[src/free_space_page_allocator_core_macros.svh]
// Assertion helpers for the allocator RTL.
`ifndef FREE_SPACE_PAGE_ALLOCATOR_CORE_MACROS_SVH
`define FREE_SPACE_PAGE_ALLOCATOR_CORE_MACROS_SVH

// Clocked check, disabled while reset is high.
`define FSPA_ASSERT(lbl, clk, rst, prop) \
   lbl: assert property (@(posedge clk) disable iff (rst) prop) \
      else $error("fspa assertion failed");

// Clocked check that also holds during reset.
`define FSPA_ASSERT_ALWAYS(lbl, clk, prop) \
   lbl: assert property (@(posedge clk) prop) \
      else $error("fspa assertion failed");

`endif

[src/fspa_ram.sv]
`timescale 1ns / 1ps
`default_nettype none
module fspa_ram #(
   parameter int WIDTH = 8,
   parameter int DEPTH = 16
) (
   input  wire logic                     clock,
   input  wire logic                     wr_en,
   input  wire logic [$clog2(DEPTH)-1:0] wr_addr,
   input  wire logic [WIDTH-1:0]         wr_data,
   input  wire logic [$clog2(DEPTH)-1:0] rd_addr,
   output logic      [WIDTH-1:0]         rd_data
);
   logic [WIDTH-1:0] mem [DEPTH];

   always_ff @(posedge clock) begin
      if (wr_en) begin
         mem[wr_addr] <= wr_data;
      end
      rd_data <= mem[rd_addr];
   end
endmodule
`default_nettype wire

[config.mk]
export PLATFORM = sky130hd
export DESIGN_NAME = fspa_ram
export DESIGN_NICKNAME = d
export VERILOG_FILES = /design/src/free_space_page_allocator_core_macros.svh /design/src/fspa_ram.sv
export SDC_FILE = /design/constraint.sdc
export NUM_CORES = 1
export LEC_CHECK = 0
export BUFFER_PORTS_ARGS = -buffer_cell sky130_fd_sc_hd__buf_2
export CAP_MARGIN = 10
export CORE_MARGIN = 5
export CORE_UTILIZATION = 45
export DETAILED_ROUTE_END_ITERATION = 16
export GPL_TIMING_DRIVEN = 0
export PLACE_DENSITY = 0.65
export SYNTH_ARGS = -nofsm -noshare
export SYNTH_HDL_FRONTEND = slang
export SYNTH_SLANG_ARGS = --single-unit
[constraint.sdc]
create_clock -name clock -period 4.5 [get_ports clock]
set_clock_uncertainty 0.05 [all_clocks]
set_input_delay 0 -clock clock [delete_from_list [all_inputs] [get_ports clock]]
set_output_delay 0 -clock clock [all_outputs]
set_load 0.1 [all_outputs]
==> out/results.ini <==
[logic_synthesis]
synth-main-ff-cell=edfxtp_1
syn_inst=229
ys_ff_latch=136
synth_top_area_cell=edfxtp_1
yosysMostFrequentCell=edfxtp_1
syn_nets=247
yosysWarningCount=0
synthArstFlopShare_pct=0
synth_area_um2=5150
synth_edf_count=128
ys_top_cells_by_count=128 x edfxtp_1, 18 x mux4_2, 16 x a22oi_1
synth_cell_types=19
synth_top_area_share_pct=74.7
synth_area_leaders=edfxtp_1 75%, mux4_2 7.9%, mux4_1 7.1%
postSynthAreaPerCell_um2=22.5
synth_seq_area_share_pct=77.8

[setup_path]
endpoint_kind=flop
crit_required_ps=4470
cp-startpoint=wr_addr[0]
r2r-start=mem[5][0]
endpoint=mem[8][1]
crit_type=input port to flop
worst-r2r-cell-count=3
cp_max_fo=8
arrival_ps=1650
rrSetupSlack_ps=2970
cp-start-kind=input port
worstReg2RegEnd=rd_data[0]

[grt]
grt_pass1_vias=2518
grt_overflow=0
grt_busiest_layer=met2
use_met3_pct=4.88
grtUsageMet1_pct=19.9
use_met2_pct=25.1
antenna_found_initial=0
grt.total_usage_pct=15.8
grt_max_degree=17
grt_first_pass_wirelength_mm=14.6

[cts]
post_cts_resized=0
clk_pin_slew_worst_paths_ps=50
cts.sinks=136
postCtsSetupBuffers=0
clk_latency_ps=410
cts_inserted_buffers=17
cts-root-buf=clkbuf_16
cts_htree_levels=4
cts_tree=built
clock_tree.buffer_depth=2

[cells_and_area]
syn_to_final_growth_pct=18.6
post-route-util_pct=53.9
fin_nets=302
drive_above_1_share_pct=28.3
diodes=0

[drt]
dr.pass1.iters=4
vias=2393
drc=0
wire_per_inst_um=21.8
final_antenna_net_count=0
routed_via_density=5.44
finalWirelength_mm=9.58
drtIter0Drc=156

[timing]
hold_viol_final=0
rsz0062_at_grt=no
tightest_slew_ps=1190
setup_violations=0
max_clock_freq_mhz=597
slew_headroom_pct=20.3
drv_slew=0
tns_ps=0
min_period_ps=1670
min_period_over_period_pct=37.2

[die]
die_h_um=117
initial_core_util_pct=45.5
fp.coreArea_um2=11300
die-area_um2=13700
ioPinCount=26
placement_rows=39
dieWidth_um=117

[power]
p_comb_share_pct=6.9
p_clk_share_pct=43.7
ir_drop_uv=255
switchingPower_w=0.000611
switching_share_pct=21.2
power_density_nw_per_um2=472
power_frac_seq_pct=49.4
p_int_w=0.00227
p_leak_nw=2.07

[hold_path]
min_path_type=input port to flop

[run_status]
status=complete, no violations

[placement]
gp_congestion=0.759
port_buffers=24
hpwl_mm=6.21

[job]
maxCapViolations=0

## metrics by stage
stage                     std cells  total power [W]  setup slack [ps]  area, um2  hold WS, ps
after floorplan                 229          0.00158              2960       5150         48.9
after global placement          396          0.00164              2360       5450          345
after detailed placement        397          0.00165              2690       5450          357
after CTS                       439          0.00291              2730       6100         27.2
after global routing            440          0.00298              2740       6110         32.9
final                           440          0.00288              2830       6110         30.3
## layout make-up
type                       instances  area [um2]
fill                             878        5210
sequential                       136        4000
multi-input combinational         83        1060
clock buffer                      22         474
timing repair buffer              36         230
tap                              143         179
buffer                            10        86.3
clock inverter                    10        76.3
## critical path: stages
cell and delay [ps]:
dlygate4sd3_1 530, buf_2 170, nor3_1 950
## power groups by stage
stage | registers [W] | logic (W) | clock network, W
final | 0.00142 | 0.000200 | 0.00126
after global routing | 0.00143 | 0.000213 | 0.00134
after CTS | 0.00142 | 0.000203 | 0.00128
after detailed placement | 0.00145 | 0.000197 | 0
after global placement | 0.00145 | 0.000193 | 0
after floorplan | 0.00151 | 0.0000719 | 0
## routing by layer
metal,vias to the layer above,wire [um]
li1,1082,-
met1,1215,3760
met2,84,4980
met3,12,586
met4,0,248
met5,-,0
## logic make-up after synthesis
kind of cell | share of synthesized area, %
AOI/OAI and AO/OA | 2.33
buffers and inverters | 1.68
DFF | 77.8
muxes | 15.0
and+or+nand+nor | 3.18
## repair_timing
item | CTS | global route
hold buffers | 10 | 0
setup endpoints to repair | 0 | 0
hold endpoints to repair | 130 | 0
## state kept, by name, indices dropped and copies added, names as in the netlist
| signal | cells |
|---|---|
| mem | 128 |
| rd_data | 8 |
## how the worst min path moves through the flow
stage	from	endpoint	slack [ps]	depth (start not counted)
after floorplan	wr_data[0]	mem[0][0]	50	0
after global placement	wr_data[5]	mem[6][5]	340	1
after detailed placement	wr_data[5]	mem[6][5]	360	1
after CTS	rd_addr[1]	rd_data[7]	30	4
after global routing	wr_addr[1]	mem[12][6]	30	2
final	wr_addr[1]	mem[12][7]	30	2
## cells in the final DEF, fill, tap and decap left out, drive strengths merged, types with 2 or more instances in the layout
master         netlist  final
edfxtp             128    128
buf                  7     33
mux4                32     32
clkbuf               0     22
a22oi               16     16
nor2                13     13
dlygate4sd3          0     10
nand2                9      9
dfxtp                8      8
clkinv               0      8
nor3                 4      4
clkdlybuf4s25        3      3
nand3b               2      2
nand2b               2      2
No activity file was read; power rests on OpenSTA's default activity.
